[src/rtl/lse_pkg.sv]
`timescale 1ns / 1ps
package lse_pkg;

	localparam int TERM_LEN = 9;
	localparam int LINE_LEN = 8;
	localparam int LINE_AW  = 3;
	localparam int LINE_CW  = 4;
	localparam int QDEPTH   = 4;
	localparam int QAW      = 2;
	localparam int QCW      = 3;

	localparam logic [7:0] TERM_TEXT [TERM_LEN] = '{
		8'h23, 8'h23, 8'h23, 8'h45, 8'h4E, 8'h44, 8'h23, 8'h23, 8'h23
	};

	typedef enum logic [1:0] {
		KIND_BYTE    = 2'd0,
		KIND_FOUND   = 2'd1,
		KIND_MISSING = 2'd2
	} kind_t;

	typedef struct packed {
		logic [7:0] red;
		logic [7:0] green;
		logic [7:0] blue;
		logic       last_pixel;
	} pixel_t;

	typedef struct packed {
		logic [7:0] out_byte;
		kind_t      kind;
		logic       last_of_run;
	} result_t;

	// what one pixel leaves for the back end
	typedef struct packed {
		logic       byte_vld;
		logic       found;
		logic [7:0] data;
		logic       end_vld;
	} evt_t;

endpackage

[src/rtl/lsb_stego_extract_top.sv]
`timescale 1ns / 1ps
// LSB steganography extractor. Push one RGB pixel per cycle in raster order; the LSBs
// of red, green and blue are packed MSB first into bytes, and the byte stream is
// searched for the terminator "###END###". Bytes that can no longer begin the
// terminator come out as tentative message bytes (kind 0); a match gives kind 1, and
// a last pixel without a match gives kind 2. A zero byte stops the search. A pixel is
// taken every cycle while full is low; its results pass through the event queue and
// the registered result stage before they reach the result ports. While results are
// popped the result side delivers one result per cycle, so a pixel with two results
// holds the back end for both, and a 4-entry event queue between the classifying
// front end and the result back end absorbs such bursts.
module lsb_stego_extract_top (
	input  logic             clk,
	input  logic             arst_n,
	input  logic             push,
	output logic             full,
	input  lse_pkg::pixel_t  pixel,
	output logic             empty,
	input  logic             pop,
	output lse_pkg::result_t result
);
	import lse_pkg::*;

	logic evt_push;
	evt_t evt_in;
	logic q_full;
	logic q_pop;
	evt_t q_data;
	logic q_empty;

	lse_front u_front (
		.clk      (clk),
		.arst_n   (arst_n),
		.push     (push),
		.full     (full),
		.pixel    (pixel),
		.evt_push (evt_push),
		.evt      (evt_in),
		.q_full   (q_full)
	);

	lse_queue u_queue (
		.clk    (clk),
		.arst_n (arst_n),
		.wr     (evt_push),
		.wdata  (evt_in),
		.full   (q_full),
		.rd     (q_pop),
		.rdata  (q_data),
		.empty  (q_empty)
	);

	lse_back u_back (
		.clk     (clk),
		.arst_n  (arst_n),
		.q_empty (q_empty),
		.q_data  (q_data),
		.q_pop   (q_pop),
		.empty   (empty),
		.pop     (pop),
		.result  (result)
	);

endmodule

[src/rtl/lse_front.sv]
`timescale 1ns / 1ps
module lse_front (
	input  logic            clk,
	input  logic            arst_n,
	input  logic            push,
	output logic            full,
	input  lse_pkg::pixel_t pixel,
	output logic            evt_push,
	output lse_pkg::evt_t   evt,
	input  logic            q_full
);
	import lse_pkg::*;

	logic [7:0]         acc_q;
	logic [2:0]         held_q;
	logic [7:0]         line_q [LINE_LEN];
	logic [LINE_CW-1:0] cnt_q;
	logic               done_q;
	logic               seen_q;

	logic        accept;
	logic [10:0] wide;
	logic [7:0]  nb;
	logic [7:0]  nacc;
	logic [2:0]  nheld;
	logic        byte_rdy;
	logic        hit;
	logic        take;
	logic        found;
	logic        emit;
	logic        store;
	logic        end_vld;

	assign full   = q_full;
	assign accept = push && !q_full;
	assign wide   = {acc_q, pixel.red[0], pixel.green[0], pixel.blue[0]};

	// unused high bits of acc_q are always zero
	always_comb begin
		byte_rdy = 1'b1;
		unique case (held_q)
			3'd5: begin
				nb    = wide[7:0];
				nacc  = 8'd0;
				nheld = 3'd0;
			end
			3'd6: begin
				nb    = wide[8:1];
				nacc  = {7'd0, wide[0]};
				nheld = 3'd1;
			end
			3'd7: begin
				nb    = wide[9:2];
				nacc  = {6'd0, wide[1:0]};
				nheld = 3'd2;
			end
			default: begin
				byte_rdy = 1'b0;
				nb       = wide[7:0];
				nacc     = wide[7:0];
				nheld    = held_q + 3'd3;
			end
		endcase
	end

	always_comb begin
		hit = (nb == TERM_TEXT[TERM_LEN-1]);
		for (int i = 0; i < LINE_LEN; i++) begin
			hit = hit && (line_q[i] == TERM_TEXT[i]);
		end
	end

	// a zero byte ends the search like a string terminator
	assign take    = byte_rdy && !done_q && (nb != 8'd0);
	assign found   = take && cnt_q[LINE_AW] && hit;
	assign emit    = take && cnt_q[LINE_AW] && !hit;
	assign store   = take && !cnt_q[LINE_AW];
	assign end_vld = pixel.last_pixel && !(seen_q || found);

	assign evt.byte_vld = found || emit;
	assign evt.found    = found;
	assign evt.data     = found ? 8'd0 : line_q[0];
	assign evt.end_vld  = end_vld;
	assign evt_push     = accept && (found || emit || end_vld);

	always_ff @(posedge clk or negedge arst_n) begin
		if (!arst_n) begin
			acc_q  <= '0;
			held_q <= '0;
			cnt_q  <= '0;
			done_q <= 1'b0;
			seen_q <= 1'b0;
		end else if (accept) begin
			if (pixel.last_pixel) begin
				acc_q  <= '0;
				held_q <= '0;
				cnt_q  <= '0;
				done_q <= 1'b0;
				seen_q <= 1'b0;
			end else begin
				acc_q  <= nacc;
				held_q <= nheld;
				if (store) begin
					cnt_q <= cnt_q + 1'b1;
				end
				if (byte_rdy && (nb == 8'd0 || found)) begin
					done_q <= 1'b1;
				end
				if (found) begin
					seen_q <= 1'b1;
				end
			end
		end
	end

	// line contents past cnt_q are never read, so no reset needed
	always_ff @(posedge clk) begin
		if (accept && !pixel.last_pixel) begin
			if (emit) begin
				for (int i = 0; i < LINE_LEN - 1; i++) begin
					line_q[i] <= line_q[i+1];
				end
				line_q[LINE_LEN-1] <= nb;
			end else if (store) begin
				line_q[cnt_q[LINE_AW-1:0]] <= nb;
			end
		end
	end

endmodule

[src/rtl/lse_queue.sv]
`timescale 1ns / 1ps
module lse_queue (
	input  logic          clk,
	input  logic          arst_n,
	input  logic          wr,
	input  lse_pkg::evt_t wdata,
	output logic          full,
	input  logic          rd,
	output lse_pkg::evt_t rdata,
	output logic          empty
);
	import lse_pkg::*;

	evt_t           mem_q [QDEPTH];
	logic [QAW-1:0] wp_q;
	logic [QAW-1:0] rp_q;
	logic [QCW-1:0] cnt_q;
	logic           do_wr;
	logic           do_rd;

	assign full  = (cnt_q == QCW'(QDEPTH));
	assign empty = (cnt_q == '0);
	assign rdata = mem_q[rp_q];
	assign do_wr = wr && !full;
	assign do_rd = rd && !empty;

	always_ff @(posedge clk or negedge arst_n) begin
		if (!arst_n) begin
			wp_q  <= '0;
			rp_q  <= '0;
			cnt_q <= '0;
		end else begin
			if (do_wr) begin
				wp_q <= wp_q + 1'b1;
			end
			if (do_rd) begin
				rp_q <= rp_q + 1'b1;
			end
			if (do_wr && !do_rd) begin
				cnt_q <= cnt_q + 1'b1;
			end else if (do_rd && !do_wr) begin
				cnt_q <= cnt_q - 1'b1;
			end
		end
	end

	always_ff @(posedge clk) begin
		if (do_wr) begin
			mem_q[wp_q] <= wdata;
		end
	end

endmodule

[src/rtl/lse_back.sv]
`timescale 1ns / 1ps
module lse_back (
	input  logic             clk,
	input  logic             arst_n,
	input  logic             q_empty,
	input  lse_pkg::evt_t    q_data,
	output logic             q_pop,
	output logic             empty,
	input  logic             pop,
	output lse_pkg::result_t result
);
	import lse_pkg::*;

	logic    out_vld_q;
	result_t res_q;
	logic    end_pend_q;

	result_t res_n;
	logic    adv;
	logic    set_pend;
	logic    go;

	// one result per cycle while the output is popped; a pixel with two results stays in the queue until its second is out
	always_comb begin
		set_pend = 1'b0;
		adv      = 1'b1;
		if (end_pend_q || !q_data.byte_vld) begin
			res_n = '{out_byte: 8'd0, kind: KIND_MISSING, last_of_run: 1'b1};
		end else begin
			res_n = '{out_byte: q_data.data,
			          kind: q_data.found ? KIND_FOUND : KIND_BYTE,
			          last_of_run: !q_data.end_vld};
			adv      = !q_data.end_vld;
			set_pend = q_data.end_vld;
		end
	end

	assign go     = (!out_vld_q || pop) && !q_empty;
	assign q_pop  = go && adv;
	assign empty  = !out_vld_q;
	assign result = res_q;

	always_ff @(posedge clk or negedge arst_n) begin
		if (!arst_n) begin
			out_vld_q  <= 1'b0;
			end_pend_q <= 1'b0;
		end else if (go) begin
			out_vld_q  <= 1'b1;
			end_pend_q <= set_pend;
		end else if (pop) begin
			out_vld_q <= 1'b0;
		end
	end

	always_ff @(posedge clk) begin
		if (go) begin
			res_q <= res_n;
		end
	end

endmodule

[config.mk]
export PLATFORM = sky130hd
export DESIGN_NAME = lsb_stego_extract_top
export DESIGN_NICKNAME = d
export VERILOG_FILES = /design/src/rtl/lse_pkg.sv /design/src/rtl/lsb_stego_extract_top.sv /design/src/rtl/lse_front.sv /design/src/rtl/lse_queue.sv /design/src/rtl/lse_back.sv
export SDC_FILE = /design/constraint.sdc
export NUM_CORES = 1
export LEC_CHECK = 0
export BUFFER_PORTS_ARGS = -buffer_cell sky130_fd_sc_hd__buf_2
export CORE_UTILIZATION = 40
export CTS_CLUSTER_SIZE = 8
export DETAILED_ROUTE_END_ITERATION = 7
export GPL_ROUTABILITY_DRIVEN = 1
export SYNTH_ARGS = -nofsm -noshare
export SYNTH_HDL_FRONTEND = slang
export SYNTH_SLANG_ARGS = --single-unit
[constraint.sdc]
create_clock -name clk -period 6.4 [get_ports clk]
set_input_delay 0.64 -clock clk [delete_from_list [all_inputs] [get_ports clk]]
set_output_delay 0.64 -clock clk [all_outputs]
set_load 0.1 [all_outputs]
# Word level (Yosys, flattened, before mapping)
# Memories as Yosys holds them, arrays and structs flattened.
# Index checks and enable logic that the tools add are counted.
[op_classes]
addsub = 6
eq_ne = 13
n_mux = 32
n_reduce_logical = 56
[op_table]
columns = ["operator", "n"]
rows = [
  ["$eq 8x6->1 const B", 6],
  ["$logic_and 1x1->1", 25],
  ["$eq 8x7->1 const B", 3],
  ["$pmux 7 s3", 1],
  ["$mux 1", 20],
  ["$mux 8", 2],
  ["$pmux 8 s2", 1],
  ["$eq 3x3->1 const B", 4],
  ["$logic_not 1->1", 12],
  ["$mux 3", 4],
  ["$reduce_bool 2->1", 5],
  ["$pmux 3 s3", 1],
  ["$logic_not 8->1", 1],
  ["$mux 4", 2],
  ["$reduce_bool 8->1", 1],
  ["$reduce_or 8->1", 1],
  ["$mux 7", 1],
  ["$logic_or 1x1->1", 6],
  ["$reduce_and 2->1", 3],
  ["$add 2x1->2 const B", 2],
  ["$add 4x1->4 const B", 1],
  ["$add 3x1->3 const B", 1],
  ["$add 3x2->3 const B", 1],
  ["$logic_not 3->1", 1],
  ["2 further kinds", 2],
]
[totals]
register_bits = 36
ram_bits = 108
input_bits = 29
output_inout_bits = 13
elab_cells = 122
n_memories = 2
[memory_table]
columns = ["name", "depth", "width", "read_ports", "rd_clocked_by_memory_dff", "write_ports", "line", "rtl"]
rows = [
  ["u_front.line_q", 8, 8, 8, 0, 8, "lse_front.sv:16", "logic [7:0] line_q [LINE_LEN];"],
  ["u_queue.mem_q", 4, 11, 1, 0, 1, "lse_queue.sv:14", "evt_t mem_q [QDEPTH];"],
]

# Depth between registers and ports, before layout
# Gate-level depths: netlist (run 1).
[logic_depth]
ltp_word = 22
ltp_mapped = 14
depth_no_buf = 13

# Cells and area by module
# Synthesis (run 1) repeated with hierarchy kept, for this count alone.
[hier_totals]
cells_unflattened = 453
hier_area_um2 = 6655.1
[by_module_without_submodules]
columns = ["mod", "n_inst", "cells_each", "area_each_um2", "seq_area_each_um2"]
rows = [
  ["lse_front", 1, 327, 4086.4, 2322.2],
  ["lse_queue", 1, 93, 2040.7, 1496.4],
  ["lse_back", 1, 33, 528.0, 380.4],
]

# Worst setup path before layout (run 1)
# No wires, ideal clock.
[synth_timing]
path_type = "register -> register"
start = "reg u_front.held_q[0]"
end = "reg u_queue.cnt_q[1]"
setup_ps = 125
arrival_time_ps = 3115
required_time_ps = 6275
setup_slack_ps = 3161
path_stages_with_launch = 13
n_path_buf = 1
synth_period_minus_slack_ps = 3239
cell_sequence = "dfrtp_1 > inv_1 > ha_1 > buf_2 > a22o_1 > a22oi_1 > nand4_2 > nor2_2 > o22ai_1 > ha_1 > inv_1 > fa_1 > mux2_2"
[synth_via]
elab_chain_len = 21
elab_cells_between_ends = 34
cone_classes = "4 x eq/ne; 3 x mux; 27 x reduce/logical"
[synth_rtl]
columns = ["item", "line", "rtl"]
rows = [
  ["start, declared", "lse_front.sv:15", "logic [2:0] held_q;"],
  ["start signal, assigned", "lse_front.sv:102", "held_q <= nheld;"],
  ["$eq 3x3->1", "lse_front.sv:41", "unique case (held_q)"],
  ["$pmux 8 s2", "lse_front.sv:41", ""],
  ["$eq 8x6->1", "lse_front.sv:67", "hit = (nb == TERM_TEXT[TERM_LEN-1]);"],
  ["$logic_and 1x1->1 (8 in a row)", "lse_front.sv:69", "hit = hit && (line_q[i] == TERM_TEXT[i]);"],
  ["$logic_and 1x1->1", "lse_front.sv:75", "assign found = take && cnt_q[LINE_AW] && hit;"],
  ["$logic_or 1x1->1", "lse_front.sv:78", "assign end_vld = pixel.last_pixel && !(seen_q || found);"],
  ["$logic_not 1->1", "lse_front.sv:78", ""],
  ["$logic_and 1x1->1", "lse_front.sv:78", ""],
  ["$logic_or 1x1->1 (*)", "lse_front.sv:84", "assign evt_push = accept && (found || emit || end_vld);"],
  ["$logic_and 1x1->1 (*)", "lse_front.sv:84", ""],
  ["$logic_and 1x1->1 (*)", "lse_queue.sv:24", "assign do_wr = wr && !full;"],
  ["via u_queue.do_wr", "lse_queue.sv:18", "logic do_wr;"],
  ["$logic_not 1->1", "lse_queue.sv:41", "end else if (do_rd && !do_wr) begin"],
  ["$logic_and 1x1->1", "lse_queue.sv:41", ""],
  ["$reduce_bool 2->1 (no line)", "--", ""],
  ["end signal, assigned", "lse_queue.sv:40", "cnt_q <= cnt_q + 1'b1;"],
  ["end signal, assigned", "lse_queue.sv:42", "cnt_q <= cnt_q - 1'b1;"],
  ["end, declared", "lse_queue.sv:17", "logic [QCW-1:0] cnt_q;"],
]
# Mark *: on every way through the listed nets, which the timed path passes. The rest lies on a longest branch.
# A chain may end at the register's enable or synchronous reset.

==> results of run 1 <==
## worst paths after layout
| kind | end | slack (ps) | depth (start not counted) |
|---|---|---|---|
| worst max-delay path | u_front.line_q[7][3] | 2040 | 8 |
| worst min-delay path | u_front.held_q[1] | 220 | 1 |
| worst max register to register | u_front.line_q[7][3] | 2040 | 8 |
| worst min register to register | u_queue.cnt_q[2] | 490 | 1 |
| max in group asynchronous | u_back.end_pend_q | 5770 | 1 |
| min in group clk | u_back.out_vld_q | 430 | 2 |
## power by group through the flow
stage / sequential [mW] / clock (mW) / combinational, mW
CTS: 1.27 / 0.948 / 0.811
global placement: 1.28 / 0 / 0.792
global route: 1.29 / 0.985 / 0.877
finish: 1.27 / 0.927 / 0.808
floorplan: 1.46 / 0 / 0.468
detailed placement: 1.29 / 0 / 0.810
## area by class of cell
class,instances,area (um^2)
fillers,1428,8580
flip-flops and latches,144,4200
multi-input cells,282,2220
clock buffers,19,433
well taps,216,270
clock inverters,13,119
repair buffers,21,108
inverters,20,75.1
## layer usage
layer | vias up | GRT usage, % | wire (um)
li1 | 1844 | - | -
met1 | 1965 | 21.0 | 5520
met2 | 109 | 27.5 | 6390
met3 | 18 | 5.49 | 745
met4 | 0 | 7.37 | 227
met5 | - | 0 | 0
## Yosys cell counts (10+ instances only)
master / count
inv_1: 20
and3_1: 10
ha_1: 10
clkbuf_1: 18
a22o_1: 13
nand2_1: 51
mux4_2: 11
dfrtp_1: 25
o21ai_0: 39
mux2_2: 18
nor4_1: 10
edfxtp_1: 119
## flip-flops by register name (all words and copies together), names as in the netlist
| name | cells |
|---|---|
| u_queue.mem_q | 44 |
| u_front.line_q | 64 |
| u_back.end_pend_q | 1 |
| u_queue.wp_q | 2 |
| u_queue.rp_q | 2 |
| u_front.held_q | 3 |
| u_front.acc_q | 7 |
| u_front.cnt_q | 4 |
| u_queue.cnt_q | 3 |
| u_back.result | 11 |
| u_back.out_vld_q | 1 |
| u_front.done_q | 1 |
| u_front.seen_q | 1 |
## critical path, delay by kind of cell, from the launching register on
| family | cells | cell delay [ps] |
|---|---|---|
| adders and majority gates | 1 | 450 |
| buffers and inverters | 2 | 470 |
| AOI/OAI and AO/OA | 3 | 1530 |
| and+or+nand+nor | 2 | 1070 |
| DFF | 1 | 410 |
## metrics by stage
step	cells	utilization, %	cell area [um^2]
floorplan	469	-	6590
global placement	683	42.9	6870
detailed placement	683	42.9	6870
CTS	715	46.4	7420
global route	715	46.4	7420
finish	715	46.4	7420
## kinds of logic after synthesis
| logic type | synth area share (%) |
|---|---|
| xor gates and xnor gates | 0.798 |
| and+or+nand+nor | 13.3 |
| DFF | 63.7 |
| buffers and inverters | 2.60 |
| AOI/OAI and AO/OA | 8.53 |
| muxes | 8.81 |
| adders and majority gates | 2.20 |
==> flow_summary.yaml, run 1 <==
clocking:
  numCtsBuffers: 17
  cts_resized: 0
  clkSinkCount: 144
  hold_buffers: 0
  clkTransAtPathRegs_ps: 60
  root_buffer: "clkbuf_16"
  clk_path_buf_depth: 2
  cts_setup_buffers: 0
  cts_tree: "built"
  clk_latency_ps: 420
  htree_num_levels: 4
worst_setup_path:
  end_kind: "register"
  critPathArrivalTime_ps: 4360
  crit_fanout: 12
  cp.required_ps: 6400
  regToRegStartpoint: "u_front.held_q[0]"
  worstPathCellList: "inv_1, ha_1, o21ai_2, a22oi_1, inv_1, or4_1, nand4_1, o21ai_0"
  critPathLaunchType: "register"
  crit_start: "u_front.held_q[0]"
  slowest_stage: "a22oi_1"
  crit_type: "register to register"
  path_common_cell: "inv_1"
  crit_path_max_incr_delay_ps: 770
synth:
  synthFlopType: "edfxtp_1"
  ys_types: 57
  synth-async-reset-ratio_pct: 17.4
  syn_nets: 509
  synthesis.area_mm2: 0.00659
  yosysWarnings: 0
  avgSynthCellArea_um2: 14.0
  seq_area_frac_synth_pct: 63.7
  synth.area.top_cells: "edfxtp_1 54%, dfrtp_1 9.5%, mux4_2 3.8%"
  synth_edf_count: 119
  synth.top_cell.area_share_pct: 54.2
  synth_top_cell_by_area: "edfxtp_1"
  ys_ff_latch: 144
  syn_inst: 469
sta:
  fin_hold_ws_ps: 221
  maxSlewHeadroom_pct: 19.7
  fin_setup_tns_ps: 0
  finalMaxSlewViolations: 0
  final_hold_viol_count: 0
  max_freq_mhz: 229
  finalSetupViolations: 0
  period_minus_slack_ps: 4360
  tightestPinTransition_ps: 1190
  rsz0062_at_grt: "false"
  fin_crit_sh_pct: 68.1
  layout_setup_ws_ps: 2040
  skew_ps: 6.73
detailed_routing:
  drt_iter0_markers: 293
  firstDrtPassIters: 5
  antenna_left: 0
  drc_errors: 0
  wl_per_cell_um: 18.0
  vias_per_cell: 5.50
  drt-total-wl_um: 12900
  vias: 3936
die:
  num_rows: 46
  pin_count: 42
  die_w_um: 130
  die_height_um: 130
  coreArea_mm2: 0.0160
  dieArea_mm2: 0.0170
  start_util_pct: 41.2
run_status:
  outcome: "finished, final reports clean"
pwr:
  p_sw_mw: 1.05
  irDropWorstVdd_mv: 0.257
  leakage_nw: 2.79
  power.internal_mw: 1.95
  p_clk_share_pct: 30.9
  finalPower_mw: 3.00
  switching_share_pct: 34.9
  power.density_mw_per_mm2: 405
  pwr-share-seq_pct: 42.2
  combPwrFrac_pct: 26.9
worst_hold_path:
  min_path_type: "input port to async pin"
finish:
  mostFrequentLayoutCells: "119 x edfxtp_1, 51 x nand2_1, 39 x o21ai_0"
  area_growth_pct: 12.6
  antenna_cells: 0
  nets: 526
  drive_gt1_share_pct: 21.8
  final_common_cell: "edfxtp_1"
global_route:
  grt_max_degree: 26
  grt_pass1_vias: 3858
  grt_use_total_pct: 17.0
  grt_pass1_wl_um: 20900
  grt_remaining_overflow: 0
  antenna_found_initial: 0
place:
  hpwl_um: 8820
  gp_congestion: 0.860
  pre_cts_slack_ps: 2140
  placement.io_buffers: 20
job:
  drv_cap: 0
Note: power is estimated with default switching activity, not from simulation.
==> inputs of run 2 (changes only) <==
- clock period: 6.4 -> 4.02 ns (I/O delays scaled with it)
==> flow_summary.yaml, run 2 (synthesis gave the netlist of run 1 again) <==
worst_setup_path:
  slowest_stage: "or4_1"
  worstPathCellList: "inv_1, ha_1, o21ai_2, a22oi_1, buf_4, nand4_1, or4_1, nand4_1, nand2_1"
  path_common_cell: "nand4_1"
  crit_fanout: 12
  cp.required_ps: 4110
  critPathArrivalTime_ps: 3610
  critPathLaunchType: "register"
  crit_type: "register to register"
  end_kind: "register"
  critPathTopFamily: "simple AND/OR/NAND/NOR gates"
  crit_buf_inv: 2
  crit_path_max_incr_delay_ps: 610
clocking:
  clk_path_buf_depth: 2
  clk_latency_ps: 420
  cts_resized: 0
  clkSinkCount: 144
  cts_tree: "built"
  cts_setup_buffers: 0
  htree_num_levels: 4
  clkTransAtPathRegs_ps: 60
  root_buffer: "clkbuf_16"
  numCtsBuffers: 17
sta:
  rsz0062_at_grt: "false"
  max_freq_mhz: 284
  fin_setup_tns_ps: 0
  finalSetupViolations: 0
  fin_crit_sh_pct: 87.6
  tightestPinTransition_ps: 770
  maxSlewHeadroom_pct: 48.4
  period_minus_slack_ps: 3520
  finalMaxSlewViolations: 0
  skew_ps: 7.94
  final_hold_viol_count: 0
  layout_setup_ws_ps: 499
place:
  pre_cts_slack_ps: 524
  hpwl_um: 9310
  dp.cells: 706
  gp_congestion: 0.872
  placed_area_mm2: 0.00704
  placement.io_buffers: 20
global_route:
  grt_use_total_pct: 17.2
  grt_pass1_vias: 3982
  antenna_found_initial: 0
  grt_pass1_wl_um: 21500
  grt_remaining_overflow: 0
  grt_max_degree: 26
detailed_routing:
  drt-total-wl_um: 13200
  firstDrtPassIters: 5
  drc_errors: 0
  vias_per_cell: 5.35
  wl_per_cell_um: 17.9
  vias: 3956
  drt_iter0_markers: 336
  antenna_left: 0
pwr:
  leakage_nw: 2.93
  irDropWorstVdd_mv: 0.367
  power.density_mw_per_mm2: 646
finish:
  design_area_mm2: 0.00764
  largest_register_ffs: 64
  drive_gt1_share_pct: 26.0
  area_growth_pct: 16.0
  mostFrequentLayoutCells: "119 x edfxtp_1, 51 x nand2_1, 39 x o21ai_0"
  top_register: "u_front.line_q"
  utilization_pct: 47.7
  layout.cells.non_filler: 739
  final_common_cell: "edfxtp_1"
  antenna_cells: 0
  nets: 550
die:
  die_w_um: 130
  die_height_um: 130
  num_rows: 46
  pin_count: 42
  dieArea_mm2: 0.0170
  start_util_pct: 41.2
  coreArea_mm2: 0.0160
run_status:
  outcome: "finished, final reports clean"
job:
  drv_cap: 0
worst_hold_path:
  min_path_type: "input port to register"
## run 2: cell types whose count changed in the layout (fill, tap and decap cells not counted)
cell,change
clkbuf_8,+1
dlygate4sd3_1,+1
clkinvlp_4,-1
buf_4,+23
bufinv_16,+1
clkbuf_1,+1
clkinv_1,-5
clkinv_2,+3
## run 2: layout make-up
type	instances	area (um^2)
clock buffers	21	450
clock inverters	11	138
fillers	1443	8360
inverters	20	75.1
multi-input cells	282	2220
flip-flops and latches	144	4200
well taps	216	270
repair buffers	45	290
## run 2: stage by stage
step / hold slack [ps] / power [mW]
floorplan: 106 / 3.07
global placement: 427 / 3.38
detailed placement: 440 / 3.41
CTS: 167 / 4.98
global route: 202 / 5.19
finish: 174 / 4.93
## run 2: power breakdown
part | total [mW] | leakage, nW | switching, mW | internal (mW)
Clock | 1.57 | 0.295 | 0.582 | 0.987
Sequential | 2.00 | 1.41 | 0.165 | 1.83
Combinational | 1.37 | 1.23 | 0.930 | 0.436
Total | 4.93 | 2.93 | 1.68 | 3.26
## run 2: metal layers
metal / GRT usage [%] / wire length (um) / vias up
met4: 7.17 / 242 / 0
met5: 0 / 0 / -
met3: 3.57 / 548 / 20
met2: 28.1 / 6410 / 81
met1: 22.4 / 5990 / 1961
li1: - / - / 1894
## run 2: path summary, 6_finish.rpt
check	start	to	slack, ps	cells past startpoint
setup reg to reg	u_front.held_q[0]	u_front.line_q[2][2]	500	9
setup / recovery	u_front.held_q[0]	u_front.line_q[2][2]	500	9
max in group asynchronous	arst_n	u_front.cnt_q[3]	3130	2
min in group asynchronous	arst_n	u_front.held_q[0]	510	2
hold / removal	pop	u_back.out_vld_q	170	2
hold reg to reg	u_front.seen_q	u_front.seen_q	480	1
## run 2: what timing repair did
action                                  CTS  global route
hold buffers                              1             0
hold endpoints to repair                 25             0
endpoints found under the setup margin    0             0
